==> config.mk <==
export PLATFORM = sky130hd
export DESIGN_NAME = opus_packet_timestamper_top_flat
export DESIGN_NICKNAME = d
export VERILOG_FILES = /design/src/rtl/opt_pkg.sv /design/src/rtl/opt_packet_if.sv /design/src/rtl/opt_result_if.sv /design/src/rtl/opt_front.sv /design/src/rtl/opt_fifo.sv /design/src/rtl/opt_back.sv /design/src/rtl/opus_packet_timestamper_top.sv /design/src/flat_wrapper.sv
export SDC_FILE = /design/constraint.sdc
export NUM_CORES = 2
export LEC_CHECK = 0
export ABC_AREA = 1
export BUFFER_PORTS_ARGS = -buffer_cell sky130_fd_sc_hd__buf_2
export CAP_MARGIN = 20
export CORE_AREA = 3 3 370 372
export DETAILED_ROUTE_END_ITERATION = 7
export DIE_AREA = 0 0 373 375
export SLEW_MARGIN = 20
export SYNTH_ARGS = -nofsm -noshare
export SYNTH_HDL_FRONTEND = slang
export SYNTH_SLANG_ARGS = --single-unit
==> constraint.sdc <==
create_clock -name clk -period 33.6 [get_ports clk]
set_input_delay 0 -clock clk [delete_from_list [all_inputs] [get_ports clk]]
set_output_delay 0 -clock clk [all_outputs]
set_load 0.1 [all_outputs]
==> src/rtl/opt_pkg.sv <==
`timescale 1ns / 1ps
// ----------------------------------------------------------------------------
// opt_pkg
// Types, constants and helper functions of the Opus packet timestamper:
// field widths, status codes, TOC decoding and the divide-by-three digit step.
// ----------------------------------------------------------------------------
package opt_pkg;

    // Field widths of the channels and of the running state.
    localparam int BYTE_W   = 8;
    localparam int LEN_W    = 16;
    localparam int DUR_W    = 18;
    localparam int TS_W     = 63;
    localparam int TOTAL_W  = 64;
    localparam int SKIP_W   = 16;
    localparam int STATUS_W = 2;
    localparam int CFG_W    = 5;
    localparam int CODE_W   = 2;
    localparam int COUNT_W  = 6;
    localparam int FSIZE_W  = 12;

    // Result status codes.
    typedef enum logic [STATUS_W-1:0] {
        ST_OK       = 2'd0,
        ST_EMPTY    = 2'd1,
        ST_NO_COUNT = 2'd2
    } status_t;

    // Frame count codes of the TOC byte.
    localparam logic [CODE_W-1:0] CODE_ONE       = 2'd0;
    localparam logic [CODE_W-1:0] CODE_TWO_EQUAL = 2'd1;
    localparam logic [CODE_W-1:0] CODE_TWO_VAR   = 2'd2;
    localparam logic [CODE_W-1:0] CODE_ARBITRARY = 2'd3;

    // A code-3 packet needs its count byte, so at least this many bytes.
    localparam logic [LEN_W-1:0] MIN_LEN_COUNT = 16'd2;

    // Nanoseconds per three samples at 48 kHz, and its thirds.
    localparam int unsigned NS_PER_THREE = 62500;
    localparam int FRAC_W = 16;
    localparam logic [FRAC_W-1:0] FRAC_ONE = FRAC_W'(NS_PER_THREE / 3);
    localparam logic [FRAC_W-1:0] FRAC_TWO = FRAC_W'((2 * NS_PER_THREE) / 3);

    // Largest timestamp, and the largest sample distance that scales below it.
    localparam logic [TS_W-1:0] TS_MAX = {TS_W{1'b1}};
    localparam logic [TOTAL_W-1:0] SAT_LIMIT =
        TOTAL_W'(((67'd3 << 63) - 67'd1) / 67'(NS_PER_THREE));

    // Radix-4 division by three: the dividend width covers SAT_LIMIT.
    localparam int DIV_W            = 50;
    localparam int DIV_DIGITS       = DIV_W / 2;
    localparam int DIGITS_PER_STAGE = 5;
    localparam int DIV_STAGES       = DIV_DIGITS / DIGITS_PER_STAGE;

    // Quotient split for the two partial products.
    localparam int Q_SPLIT = 24;
    localparam int LO_W    = 40;
    localparam int HI_W    = 42;
    localparam int SUM_W   = HI_W + Q_SPLIT;

    // Depth of the queue between front and back.
    localparam int FIFO_DEPTH = 4;
    localparam int FIFO_AW    = $clog2(FIFO_DEPTH);

    // One classified item as it travels from front to back.
    typedef struct packed {
        logic [DUR_W-1:0] dur;
        status_t          status;
    } opt_item_t;

    // One radix-4 digit step of the division by three.
    typedef struct packed {
        logic [1:0] quo;
        logic [1:0] rem;
    } div3_t;

    // Frame length in 48 kHz samples for a TOC configuration number.
    function automatic logic [FSIZE_W-1:0] toc_frame_len(input logic [CFG_W-1:0] cfg);
        logic [FSIZE_W-1:0] size;
        case (cfg) inside
            [5'd0:5'd11]:
            begin
                case (cfg[1:0])
                    2'd0:    size = 12'd480;
                    2'd1:    size = 12'd960;
                    2'd2:    size = 12'd1920;
                    default: size = 12'd2880;
                endcase
            end
            [5'd12:5'd15]:
            begin
                size = cfg[0] ? 12'd960 : 12'd480;
            end
            default:
            begin
                case (cfg[1:0])
                    2'd0:    size = 12'd120;
                    2'd1:    size = 12'd240;
                    2'd2:    size = 12'd480;
                    default: size = 12'd960;
                endcase
            end
        endcase
        return size;
    endfunction

    // Partial remainder times four plus the next digit, divided by three.
    function automatic div3_t div3_step(input logic [3:0] cur);
        div3_t res;
        case (cur) inside
            [4'd0:4'd2]:
            begin
                res.quo = 2'd0;
                res.rem = cur[1:0];
            end
            [4'd3:4'd5]:
            begin
                res.quo = 2'd1;
                res.rem = 2'(cur - 4'd3);
            end
            [4'd6:4'd8]:
            begin
                res.quo = 2'd2;
                res.rem = 2'(cur - 4'd6);
            end
            [4'd9:4'd11]:
            begin
                res.quo = 2'd3;
                res.rem = 2'(cur - 4'd9);
            end
            default:
            begin
                res.quo = 2'd0;
                res.rem = 2'd0;
            end
        endcase
        return res;
    endfunction

endpackage

==> src/rtl/opt_packet_if.sv <==
`timescale 1ns / 1ps
// ----------------------------------------------------------------------------
// opt_packet_if
// Valid/ready channel that carries the leading bytes and length of a packet.
// ----------------------------------------------------------------------------
interface opt_packet_if
    import opt_pkg::*;
();

    logic              valid;
    logic              ready;
    logic [BYTE_W-1:0] toc_byte;
    logic [BYTE_W-1:0] count_byte;
    logic [LEN_W-1:0]  packet_length;

    modport source (output valid, output toc_byte, output count_byte,
                    output packet_length, input ready);
    modport sink   (input valid, input toc_byte, input count_byte,
                    input packet_length, output ready);

endinterface

==> src/rtl/opt_result_if.sv <==
`timescale 1ns / 1ps
// ----------------------------------------------------------------------------
// opt_result_if
// Valid/ready channel that carries the duration, timestamp and status.
// ----------------------------------------------------------------------------
interface opt_result_if
    import opt_pkg::*;
();

    logic                valid;
    logic                ready;
    logic [DUR_W-1:0]    duration_samples;
    logic [TS_W-1:0]     timestamp_ns;
    logic [STATUS_W-1:0] status;

    modport source (output valid, output duration_samples, output timestamp_ns,
                    output status, input ready);
    modport sink   (input valid, input duration_samples, input timestamp_ns,
                    input status, output ready);

endinterface

==> src/rtl/opt_front.sv <==
`timescale 1ns / 1ps
// ----------------------------------------------------------------------------
// opt_front
// Accepts packet items, decodes the TOC byte into a duration and checks that
// the needed bytes are present, then registers the classified item.
// ----------------------------------------------------------------------------
module opt_front
    import opt_pkg::*;
(
    input  logic          clk,
    input  logic          rst_n,
    opt_packet_if.sink    packet,
    output logic          item_valid,
    output opt_item_t     item,
    input  logic          item_ready
);

    logic                valid_reg;
    opt_item_t           item_reg;
    opt_item_t           item_next;
    logic [CODE_W-1:0]   code;
    logic [COUNT_W-1:0]  frames;
    logic                accept;

    // The output register is free when empty or when its item moves on.
    assign packet.ready = !valid_reg || item_ready;
    assign accept       = packet.valid && packet.ready;

    // Frame count from the count code.
    always_comb
    begin
        code = packet.toc_byte[1:0];
        case (code)
            CODE_ONE:       frames = 6'd1;
            CODE_TWO_EQUAL: frames = 6'd2;
            CODE_TWO_VAR:   frames = 6'd2;
            CODE_ARBITRARY: frames = packet.count_byte[COUNT_W-1:0];
            default:        frames = 6'd2;
        endcase
    end

    // Classification: an empty packet, a code-3 packet without its count
    // byte, or a good packet with its duration.
    always_comb
    begin
        item_next.dur    = DUR_W'(toc_frame_len(packet.toc_byte[7:3])) * DUR_W'(frames);
        item_next.status = ST_OK;
        if (packet.packet_length == '0)
        begin
            item_next.dur    = '0;
            item_next.status = ST_EMPTY;
        end
        else if (code == CODE_ARBITRARY && packet.packet_length < MIN_LEN_COUNT)
        begin
            item_next.dur    = '0;
            item_next.status = ST_NO_COUNT;
        end
    end

    // Occupancy of the output register.
    always_ff @(posedge clk or negedge rst_n)
    begin
        if (!rst_n)
        begin
            valid_reg <= 1'b0;
        end
        else if (packet.ready)
        begin
            valid_reg <= packet.valid;
        end
    end

    // Item payload.
    always_ff @(posedge clk)
    begin
        if (accept)
        begin
            item_reg <= item_next;
        end
    end

    assign item_valid = valid_reg;
    assign item       = item_reg;

endmodule

==> src/rtl/opt_fifo.sv <==
`timescale 1ns / 1ps
// ----------------------------------------------------------------------------
// opt_fifo
// Short queue of classified items between the front and the back, so that
// each side can stall on its own.
// ----------------------------------------------------------------------------
module opt_fifo
    import opt_pkg::*;
(
    input  logic       clk,
    input  logic       rst_n,
    input  logic       in_valid,
    output logic       in_ready,
    input  opt_item_t  in_item,
    output logic       out_valid,
    input  logic       out_ready,
    output opt_item_t  out_item
);

    opt_item_t            entry_reg [FIFO_DEPTH];
    logic [FIFO_AW-1:0]   wr_ptr_reg;
    logic [FIFO_AW-1:0]   rd_ptr_reg;
    logic [FIFO_AW:0]     count_reg;
    logic                 push;
    logic                 pop;

    assign in_ready  = (count_reg != (FIFO_AW + 1)'(FIFO_DEPTH));
    assign out_valid = (count_reg != '0);
    assign push      = in_valid && in_ready;
    assign pop       = out_valid && out_ready;
    assign out_item  = entry_reg[rd_ptr_reg];

    // Pointers and fill level.
    always_ff @(posedge clk or negedge rst_n)
    begin
        if (!rst_n)
        begin
            wr_ptr_reg <= '0;
            rd_ptr_reg <= '0;
            count_reg  <= '0;
        end
        else
        begin
            if (push)
            begin
                wr_ptr_reg <= wr_ptr_reg + 1'b1;
            end
            if (pop)
            begin
                rd_ptr_reg <= rd_ptr_reg + 1'b1;
            end
            if (push && !pop)
            begin
                count_reg <= count_reg + 1'b1;
            end
            else if (pop && !push)
            begin
                count_reg <= count_reg - 1'b1;
            end
        end
    end

    // Entry storage.
    always_ff @(posedge clk)
    begin
        if (push)
        begin
            entry_reg[wr_ptr_reg] <= in_item;
        end
    end

endmodule

==> src/rtl/opt_back.sv <==
`timescale 1ns / 1ps
// ----------------------------------------------------------------------------
// opt_back
// Accumulates the sample total, subtracts the pre-skip, scales the distance
// to nanoseconds through a pipelined division by three and a split multiply,
// applies the monotonic clamp and holds the result in an output register.
// ----------------------------------------------------------------------------
module opt_back
    import opt_pkg::*;
(
    input  logic                clk,
    input  logic                rst_n,
    input  logic [SKIP_W-1:0]   skip_len,
    input  logic                item_valid,
    output logic                item_ready,
    input  opt_item_t           item,
    opt_result_if.source        result
);

    logic                adv;

    // Running state.
    logic [TOTAL_W-1:0]  total_reg;
    logic [TS_W-1:0]     prev_reg;
    logic [TOTAL_W-1:0]  total_sum;

    // Accumulate stage.
    logic                a_valid_reg;
    opt_item_t           a_item_reg;
    logic [TOTAL_W-1:0]  a_total_reg;

    // Pre-skip stage.
    logic                b_valid_reg;
    opt_item_t           b_item_reg;
    logic                b_pos_reg;
    logic [TOTAL_W-1:0]  b_diff_reg;

    // Division stages; index 0 loads the dividend and checks saturation.
    logic                div_valid_reg [DIV_STAGES+1];
    opt_item_t           div_item_reg  [DIV_STAGES+1];
    logic                div_zero_reg  [DIV_STAGES+1];
    logic                div_sat_reg   [DIV_STAGES+1];
    logic [DIV_W-1:0]    div_work_reg  [DIV_STAGES+1];
    logic [1:0]          div_rem_reg   [DIV_STAGES+1];
    logic [DIV_W-1:0]    div_work_next [DIV_STAGES+1];
    logic [1:0]          div_rem_next  [DIV_STAGES+1];

    // Partial product stage.
    logic                m_valid_reg;
    opt_item_t           m_item_reg;
    logic                m_zero_reg;
    logic                m_sat_reg;
    logic [LO_W-1:0]     m_lo_reg;
    logic [HI_W-1:0]     m_hi_reg;
    logic [FRAC_W-1:0]   frac;

    // Sum stage.
    logic                n_valid_reg;
    opt_item_t           n_item_reg;
    logic [TS_W-1:0]     n_ts_reg;
    logic [SUM_W-1:0]    sum;

    // Output register.
    logic                out_valid_reg;
    logic [DUR_W-1:0]    out_dur_reg;
    logic [TS_W-1:0]     out_ts_reg;
    status_t             out_status_reg;
    logic [TS_W-1:0]     ts_clamped;

    // The whole pipeline moves when the output register can take an item.
    assign adv        = !out_valid_reg || result.ready;
    assign item_ready = adv;
    assign total_sum  = total_reg + TOTAL_W'(item.dur);

    // Division by three, a few radix-4 digits per stage, most significant
    // digit first; quotient digits shift in at the bottom.
    always_comb
    begin
        logic [DIV_W-1:0] w;
        logic [1:0]       r;
        div3_t            st;
        div_work_next[0] = b_diff_reg[DIV_W-1:0];
        div_rem_next[0]  = 2'd0;
        for (int s = 1; s <= DIV_STAGES; s++)
        begin
            w = div_work_reg[s-1];
            r = div_rem_reg[s-1];
            for (int k = 0; k < DIGITS_PER_STAGE; k++)
            begin
                st = div3_step({r, w[DIV_W-1 -: 2]});
                w  = {w[DIV_W-3:0], st.quo};
                r  = st.rem;
            end
            div_work_next[s] = w;
            div_rem_next[s]  = r;
        end
    end

    // Share of the remainder in nanoseconds.
    always_comb
    begin
        case (div_rem_reg[DIV_STAGES])
            2'd1:    frac = FRAC_ONE;
            2'd2:    frac = FRAC_TWO;
            default: frac = '0;
        endcase
    end

    // Recombine the partial products.
    assign sum = {m_hi_reg, {Q_SPLIT{1'b0}}} + SUM_W'(m_lo_reg);

    // Never below the previous timestamp.
    assign ts_clamped = (n_ts_reg < prev_reg) ? prev_reg : n_ts_reg;

    // Control state: stage occupancy, sample total and last timestamp.
    always_ff @(posedge clk or negedge rst_n)
    begin
        if (!rst_n)
        begin
            a_valid_reg   <= 1'b0;
            b_valid_reg   <= 1'b0;
            for (int s = 0; s <= DIV_STAGES; s++)
            begin
                div_valid_reg[s] <= 1'b0;
            end
            m_valid_reg   <= 1'b0;
            n_valid_reg   <= 1'b0;
            out_valid_reg <= 1'b0;
            total_reg     <= '0;
            prev_reg      <= '0;
        end
        else if (adv)
        begin
            a_valid_reg      <= item_valid;
            b_valid_reg      <= a_valid_reg;
            div_valid_reg[0] <= b_valid_reg;
            for (int s = 1; s <= DIV_STAGES; s++)
            begin
                div_valid_reg[s] <= div_valid_reg[s-1];
            end
            m_valid_reg   <= div_valid_reg[DIV_STAGES];
            n_valid_reg   <= m_valid_reg;
            out_valid_reg <= n_valid_reg;
            if (item_valid && item.status == ST_OK)
            begin
                total_reg <= total_sum;
            end
            if (n_valid_reg && n_item_reg.status == ST_OK)
            begin
                prev_reg <= ts_clamped;
            end
        end
    end

    // Payload of every stage.
    always_ff @(posedge clk)
    begin
        if (adv)
        begin
            // Accumulate.
            a_item_reg  <= item;
            a_total_reg <= total_sum;

            // Distance above the pre-skip.
            b_item_reg <= a_item_reg;
            b_pos_reg  <= a_total_reg > TOTAL_W'(skip_len);
            b_diff_reg <= a_total_reg - TOTAL_W'(skip_len);

            // Dividend load, saturation check and digit stages.
            div_item_reg[0] <= b_item_reg;
            div_zero_reg[0] <= !b_pos_reg;
            div_sat_reg[0]  <= b_diff_reg > SAT_LIMIT;
            for (int s = 1; s <= DIV_STAGES; s++)
            begin
                div_item_reg[s] <= div_item_reg[s-1];
                div_zero_reg[s] <= div_zero_reg[s-1];
                div_sat_reg[s]  <= div_sat_reg[s-1];
            end
            for (int s = 0; s <= DIV_STAGES; s++)
            begin
                div_work_reg[s] <= div_work_next[s];
                div_rem_reg[s]  <= div_rem_next[s];
            end

            // Quotient times 62500 in two halves, remainder share folded in.
            m_item_reg <= div_item_reg[DIV_STAGES];
            m_zero_reg <= div_zero_reg[DIV_STAGES];
            m_sat_reg  <= div_sat_reg[DIV_STAGES];
            m_lo_reg   <= LO_W'(div_work_reg[DIV_STAGES][Q_SPLIT-1:0])
                          * LO_W'(NS_PER_THREE) + LO_W'(frac);
            m_hi_reg   <= HI_W'(div_work_reg[DIV_STAGES][DIV_W-1:Q_SPLIT])
                          * HI_W'(NS_PER_THREE);

            // Scaled timestamp with zero floor and saturation.
            n_item_reg <= m_item_reg;
            if (m_zero_reg)
            begin
                n_ts_reg <= '0;
            end
            else if (m_sat_reg)
            begin
                n_ts_reg <= TS_MAX;
            end
            else
            begin
                n_ts_reg <= sum[TS_W-1:0];
            end

            // Result; errors carry zero fields.
            out_dur_reg    <= n_item_reg.dur;
            out_status_reg <= n_item_reg.status;
            out_ts_reg     <= (n_item_reg.status == ST_OK) ? ts_clamped : '0;
        end
    end

    assign result.valid            = out_valid_reg;
    assign result.duration_samples = out_dur_reg;
    assign result.timestamp_ns     = out_ts_reg;
    assign result.status           = out_status_reg;

endmodule

==> src/rtl/opus_packet_timestamper_top.sv <==
`timescale 1ns / 1ps
// ----------------------------------------------------------------------------
// opus_packet_timestamper_top
// Opus packet timestamper: decodes the TOC byte of each packet into a
// duration, keeps the running sample total and gives a monotonic nanosecond
// presentation time after the decoder pre-skip.
//
//   Channel   Role     Item
//   packet    sink     toc_byte, count_byte, packet_length
//   result    source   duration_samples, timestamp_ns, status
//   cfg       write    decoder pre-skip in samples (cfg_we, cfg_wdata)
//
// One item is taken per cycle unless the queue is full; each result passes the
// front register, the queue and the back stages. The sample total loop is a
// 64-bit adder; scaling takes five division stages and a split 62500 multiply.
// Reset clears the total, the last timestamp and the pre-skip; no clearing
// pass follows. A stalled result freezes the back pipeline while the front
// keeps taking items until the four-entry queue is full.
// ----------------------------------------------------------------------------
module opus_packet_timestamper_top
    import opt_pkg::*;
(
    input  logic               clk,
    input  logic               rst_n,
    input  logic               cfg_we,
    input  logic [SKIP_W-1:0]  cfg_wdata,
    opt_packet_if.sink         packet,
    opt_result_if.source       result
);

    logic [SKIP_W-1:0] skip_len_reg;
    logic              f_valid;
    logic              f_ready;
    opt_item_t         f_item;
    logic              q_valid;
    logic              q_ready;
    opt_item_t         q_item;

    // Pre-skip register.
    always_ff @(posedge clk or negedge rst_n)
    begin
        if (!rst_n)
        begin
            skip_len_reg <= '0;
        end
        else if (cfg_we)
        begin
            skip_len_reg <= cfg_wdata;
        end
    end

    // Front: accept and classify.
    opt_front u_front (
        .clk        (clk),
        .rst_n      (rst_n),
        .packet     (packet),
        .item_valid (f_valid),
        .item       (f_item),
        .item_ready (f_ready)
    );

    // Queue between front and back.
    opt_fifo u_fifo (
        .clk       (clk),
        .rst_n     (rst_n),
        .in_valid  (f_valid),
        .in_ready  (f_ready),
        .in_item   (f_item),
        .out_valid (q_valid),
        .out_ready (q_ready),
        .out_item  (q_item)
    );

    // Back: accumulate, scale and clamp.
    opt_back u_back (
        .clk        (clk),
        .rst_n      (rst_n),
        .skip_len   (skip_len_reg),
        .item_valid (q_valid),
        .item_ready (q_ready),
        .item       (q_item),
        .result     (result)
    );

endmodule

==> src/flat_wrapper.sv <==
// flat-port wrapper written by rule: the top's interface ports become plain ports
module opus_packet_timestamper_top_flat import opt_pkg::*;
  (clk, rst_n, cfg_we, cfg_wdata, packet_valid, packet_toc_byte, packet_count_byte, packet_packet_length, packet_ready, result_valid, result_duration_samples, result_timestamp_ns, result_status, result_ready);
  opt_packet_if packet_i ();
  opt_result_if result_i ();
  input  logic clk;
  input  logic rst_n;
  input  logic cfg_we;
  input  logic [SKIP_W-1:0] cfg_wdata;
  input wire logic [$bits(packet_i.valid)-1:0] packet_valid;
  input wire logic [$bits(packet_i.toc_byte)-1:0] packet_toc_byte;
  input wire logic [$bits(packet_i.count_byte)-1:0] packet_count_byte;
  input wire logic [$bits(packet_i.packet_length)-1:0] packet_packet_length;
  output wire logic [$bits(packet_i.ready)-1:0] packet_ready;
  output wire logic [$bits(result_i.valid)-1:0] result_valid;
  output wire logic [$bits(result_i.duration_samples)-1:0] result_duration_samples;
  output wire logic [$bits(result_i.timestamp_ns)-1:0] result_timestamp_ns;
  output wire logic [$bits(result_i.status)-1:0] result_status;
  input wire logic [$bits(result_i.ready)-1:0] result_ready;
  assign packet_i.valid = packet_valid;
  assign packet_i.toc_byte = packet_toc_byte;
  assign packet_i.count_byte = packet_count_byte;
  assign packet_i.packet_length = packet_packet_length;
  assign packet_ready = packet_i.ready;
  assign result_valid = result_i.valid;
  assign result_duration_samples = result_i.duration_samples;
  assign result_timestamp_ns = result_i.timestamp_ns;
  assign result_status = result_i.status;
  assign result_i.ready = result_ready;
  opus_packet_timestamper_top u_core (.clk(clk), .rst_n(rst_n), .cfg_we(cfg_we), .cfg_wdata(cfg_wdata), .packet(packet_i), .result(result_i));
endmodule
## Word level (Yosys, flattened, before mapping)

Memories as Yosys holds them, arrays and structs flattened. A register that Yosys moved wholly into a read port is not among the register bits.
Index checks and enable logic that the tools add are counted.

- Multiply operators: 3
- Multiplexer cells: 116
- Divide/modulo/power cells: 0
- $add $sub $neg: 83
- Bitwise logic cells: 0
- Shifts and indexed selects: 0
- Equal/unequal tests: 8
- Reductions and logical operators: 128
- Magnitude comparators: 208

Operators with widths:

| kind | number |
|---|---|
| 4-bit two-way mux | 100 |
| 4-bit <= comparator (second input constant) | 50 |
| 63-bit two-way mux | 2 |
| 1-bit logical AND | 110 |
| 4-bit by 1-bit greater-or-equal comparator with 1-bit output (second input constant) | 25 |
| 4-bit by 2-bit greater-or-equal comparator with 1-bit output (second input constant) | 25 |
| 4-bit by 3-bit greater-or-equal comparator with 1-bit output (second input constant) | 25 |
| 4-bit greater-or-equal comparator (second input constant) | 25 |
| 4-bit by 2-bit <= comparator with 1-bit output (second input constant) | 25 |
| 4-bit by 3-bit <= comparator with 1-bit output (second input constant) | 25 |
| 2-bit subtractor (second input constant) | 50 |
| 64-bit by 18-bit adder with 64-bit output | 1 |
| 64-bit by 16-bit > comparator with 1-bit output | 1 |
| 64-bit by 49-bit > comparator with 1-bit output (second input constant) | 1 |
| 64-bit by 16-bit subtractor with 64-bit output | 1 |
| 63-bit by 40-bit adder with 63-bit output | 1 |
| 63-bit less-than comparator | 1 |
| 2-bit by 1-bit subtractor with 2-bit output (second input constant) | 25 |
| 40-bit by 16-bit adder with 40-bit output | 1 |
| 24-bit by 14-bit multiplier with 38-bit output (second input constant) | 1 |
| 26-bit by 14-bit multiplier with 37-bit output (second input constant) | 1 |
| 12-bit one-hot mux with 3 select lines | 1 |
| 16-bit one-hot mux with 2 select lines | 1 |
| 10-bit one-hot mux with 3 select lines | 1 |
| other kinds (25) | 47 |

- Memories kept: 6
- Bits in writable memories: 524
- Register bits after elaboration: 594
- Output and inout port bits: 85
- Latch bits: 0
- Bits of input ports: 53
- Memory bits (read-only): 0
- Word-level logic and storage cells: 587

Memories:

| name | words | bits a word | rd ports | clocked after memory_dff | wr ports | line | RTL |
|---|---|---|---|---|---|---|---|
| u_core.u_back.div_work_reg | 6 | 50 | 6 | 0 | 6 | opt_back.sv:43 | `logic [DIV_W-1:0] div_work_reg [DIV_STAGES+1];` |
| u_core.u_back.div_item_reg | 6 | 20 | 6 | 1 | 6 | opt_back.sv:40 | `opt_item_t div_item_reg [DIV_STAGES+1];` |
| u_core.u_fifo.entry_reg | 4 | 20 | 1 | 0 | 1 | opt_fifo.sv:20 | `opt_item_t entry_reg [FIFO_DEPTH];` |
| u_core.u_back.div_rem_reg | 6 | 2 | 6 | 0 | 6 | opt_back.sv:44 | `logic [1:0] div_rem_reg [DIV_STAGES+1];` |
| u_core.u_back.div_sat_reg | 6 | 1 | 6 | 1 | 6 | opt_back.sv:42 | `logic div_sat_reg [DIV_STAGES+1];` |
| u_core.u_back.div_zero_reg | 6 | 1 | 6 | 1 | 6 | opt_back.sv:41 | `logic div_zero_reg [DIV_STAGES+1];` |

## Logic depth before layout (Yosys ltp)

An unclocked memory read counts as a cell.

- Depth after elaboration: 31
- Mapped depth: 37
- Depth with buffers taken out: 37

## Modules after synthesis

A second synthesis with hierarchy kept.

- Cell total of the unflattened synthesis: 5,835
- Area total of the unflattened synthesis: 63,115.5 um^2

Modules (own cells, without submodules):

| module | cells an instance | times used | area each (um^2) |
|---|---|---|---|
| opt_back | 5,128 | 1 | 56,162.6 |
| opt_fifo | 292 | 1 | 3,659.8 |
| opt_front | 347 | 1 | 2,648.8 |
| opus_packet_timestamper_top | 68 | 1 | 644.4 |

## Worst setup path before layout

No wires, ideal clock.

- Path kind: register to register
- Start point: register u_core.u_back.out_valid_reg (netlist: u_core.u_back.result.valid)
- End point: register u_core.u_back.b_valid_reg
- Slack: 6,740 ps
- Arrival: 26,681 ps
- Data required time: 33,421 ps
- Stages on the path, launching flop included: 4
- Cell sequence: dfrtp_1 nand2_1 clkbuf_1 mux2_2

- Cells in the longest elaborated chain, start to end: 2

Ends and longest elaborated chain:

| item | line | RTL |
|---|---|---|
| from (decl) | opt_back.sv:64 | `logic out_valid_reg;` |
| from (signal assigned) | opt_back.sv:143 | `out_valid_reg <= n_valid_reg;` |
| 1-bit zero test | opt_back.sv:71 | `assign adv = !out_valid_reg \|\| result.ready;` |
| 1-bit logical OR | opt_back.sv:71 |  |
| net u_core.q_ready | opus_packet_timestamper_top.sv:36 | `logic q_ready;` |
| to (signal assigned) | opt_back.sv:135 | `b_valid_reg <= a_valid_reg;` |
| to (decl) | opt_back.sv:33 | `logic b_valid_reg;` |

The timed path passes the listed nets, and every way through them passes these cells.
A chain may end at the register's enable or synchronous reset.

==> flow_summary_export.csv <==
group,metric,value,unit
placed_design,dpl_worst_slack,26.55,ns
sta,finalSetupTns,0,ns
floorplan,fp.dieArea,0.140,mm²
placed_design,routabilityCongestion,0.829,
grt,grt_pass1_wl,177000,µm
sta,layout_setup_ws,26.64,ns
floorplan,io_pins,138,
clocking,cts_root_buf,"clkbuf_16",
finish,area_growth,12.7,%
finish,antennaDiodeCount,0,
synthesis,synth_cell_types,64,
synthesis,synth_edf_count,920,
synthesis,synthTopCellsByArea,"edfxtp_1 (46%), ha_1 (10%), fa_1 (7.6%)",
clocking,clock_path_buffers,3,
synthesis,ys_warn_count,0,
grt,grt_pass1_vias,36600,
sta,slew_headroom,0.289,
synthesis,synth_seq_area_share,0.525,
drt,route.antenna.remaining_nets,0,
drt,wire_per_inst,13.6,µm
floorplan,fp.dieW,373,µm
synthesis,yosys_register_bits,1079,
placed_design,detailed_place_hpwl,74000,µm
synthesis,yosysTopAreaCellShare,0.459,
synthesis,synth.avg_cell_area,11.0,µm²
finish,fin_util,0.508,
finish,mostFrequentLayoutCell,"edfxtp_1",
setup_path,worstPathMaxFanout,7,
finish,layout_common_cells,"edfxtp_1 (920), inv_1 (844), nand2_1 (739)",
sta,rsz0062_at_grt,"false",
clocking,clk_latency,0.76,ns
clocking,post-cts-setup-buffers,0,
run,cap_violations,0,
synthesis,synthFlopType,"edfxtp_1",
floorplan,rows,134,
hold_path,hp-class,"primary input to flop",
sta,skew,0.0699,ns
finish,fin_nets,6545,
sta,layout_min_cycle_time,6.96,ns
setup_path,cp-end-kind,"flop",
sta,finalHoldViolations,0,
finish,register_area,0.0316,mm²
synthesis,syn-instance-count,5496,
setup_path,worstSetupStartpointType,"flop",
synthesis,syn_area,0.0602,mm²
drt,routed_via_density,4.84,
clocking,cts_hold_buf,74,
setup_path,crit_slowest_cell,"fa_1",
setup_path,cp.arrival,7.41,ns
setup_path,required,34.05,ns
sta,worst_pin_slew,1.07,ns
grt,grt_max_degree,210,
clocking,cts_tree,"yes",
placed_design,numPortBuffers,131,
synthesis,async_flop_share,0.147,
clocking,cts_resized,0,
clocking,path_clk_slew,0.06,ns
floorplan,initial_core_util,0.451,
drt,wl,104000,µm
sta,drv_slew,0,
clocking,cts.htree.levels,3,
finish,largest_register_ffs,295,
finish,fillers,11700,
grt,antenna_found_initial,1,
floorplan,die_h,375,µm
setup_path,cpPeakStageDelay,0.57,ns
synthesis,synth_top_area_cell,"edfxtp_1",
drt,drc,0,
finish,drive_gt1_frac,0.0916,
outcome,status,"complete, no violations",
sta,finalSetupViolCount,0,
drt,drtIter0Drc,1754,
clocking,numCtsBuffers,115,
setup_path,criticalPathCategory,"flop to flop",
finish,multi_input_area,0.0251,mm²
clocking,clkSinkCount,1079,
floorplan,core-area,0.134,mm²
sta,fin_crit_sh,0.207,
grt,grtUsageTotal,0.151,
drt,vias,36900,
grt,grt-ovfl-total,0,
sta,fmax,144,MHz
drt,dr.pass1.iters,6,
-- per-layer routing --
layer | GRT usage | part of all wire
met2 | 0.258 | 0.48
met3 | 0.0247 | 0.033
met1 | 0.199 | 0.47
met5 | 0 | 0
met4 | 0.0416 | 0.025
-- cell type report --
cell class / instances / area share
clock buffer: 132 / 0.0444
clock inverter: 87 / 0.0144
inverter: 879 / 0.0486
multi-input combinational: 3468 / 0.370
sequential: 1079 / 0.466
tap: 1768 / 0.0326
timing repair buffer: 226 / 0.0243
-- worst paths after layout --
| kind | start | endpoint | slack, ns | cells after the start |
|---|---|---|---|---|
| setup / recovery | u_core.u_back.div_work_reg[5][1] | u_core.u_back.m_lo_reg[38] | 26.64 | 25 |
| hold / removal | packet_count_byte[5] | u_core.u_front.item[19] | 0.09 | 5 |
| setup reg to reg | u_core.u_back.div_work_reg[5][1] | u_core.u_back.m_lo_reg[38] | 26.64 | 25 |
| hold reg to reg | u_core.u_back.div_item_reg[5][15] | u_core.u_back.m_item_reg[15] | 0.36 | 0 |
| max in group asynchronous | rst_n | u_core.u_back.total_reg[48] | 32.22 | 4 |
| min in group asynchronous | rst_n | u_core.u_back.n_valid_reg | 0.43 | 4 |
-- cell usage after synthesis, drive strengths merged (3+ instances only) --
library cell / n
nand2: 782
o211ai: 22
nor2: 572
fa: 228
xor2: 170
o21a: 8
a21boi: 13
nor4: 32
a31oi: 16
ha: 495
a21oi: 250
o2111ai: 22
nor3: 72
nor3b: 15
inv: 875
xnor2: 70
clkinv: 4
o22ai: 16
dfrtp: 159
o21bai: 32
nand4: 59
nand3: 181
clkbuf: 63
or2: 20
edfxtp: 920
o221ai: 6
mux2: 30
a211oi: 11
and3: 5
buf: 9
o21ai: 296
nand3b: 6
a21o: 8
o31ai: 12
nor4b: 3
-- through the flow --
stage	cells	hold WS, ns	instance area [µm²]
after floorplan	5498	-0.296	60300
after global routing	7639	0.0542	67900
final	7639	0.0859	67900
after detailed placement	7344	-0.0752	63100
after CTS	7637	0.0117	67800
after global placement	7344	-0.0735	63100
-- kinds of logic (layout without fill, tap and decap cells) --
family	count (synthesis)	count (layout)	share of synthesized area
DFF	1079	1079	0.525
buffers and inverters	951	1324	0.0594
adders and majority gates	723	723	0.179
other	1	3	0.0000622
and+or+nand+nor	1750	1750	0.125
muxes	30	30	0.00561
AOI/OAI and AO/OA	722	722	0.0715
xor gates and xnor gates	240	240	0.0349
-- worst max-delay path, delay by kind of cell, from the launching register on --
kind	cells	cell delay, ns
simple gates	3	0.68
buf+inv	5	0.27
flops	1	0.56
xor+xnor	2	0.54
compound gates	8	1.41
fa+ha+maj	7	3.25
Power is left out: the tool's default activity adds up to more than one toggle a clock period on the data nets, which glitch-free logic cannot reach.
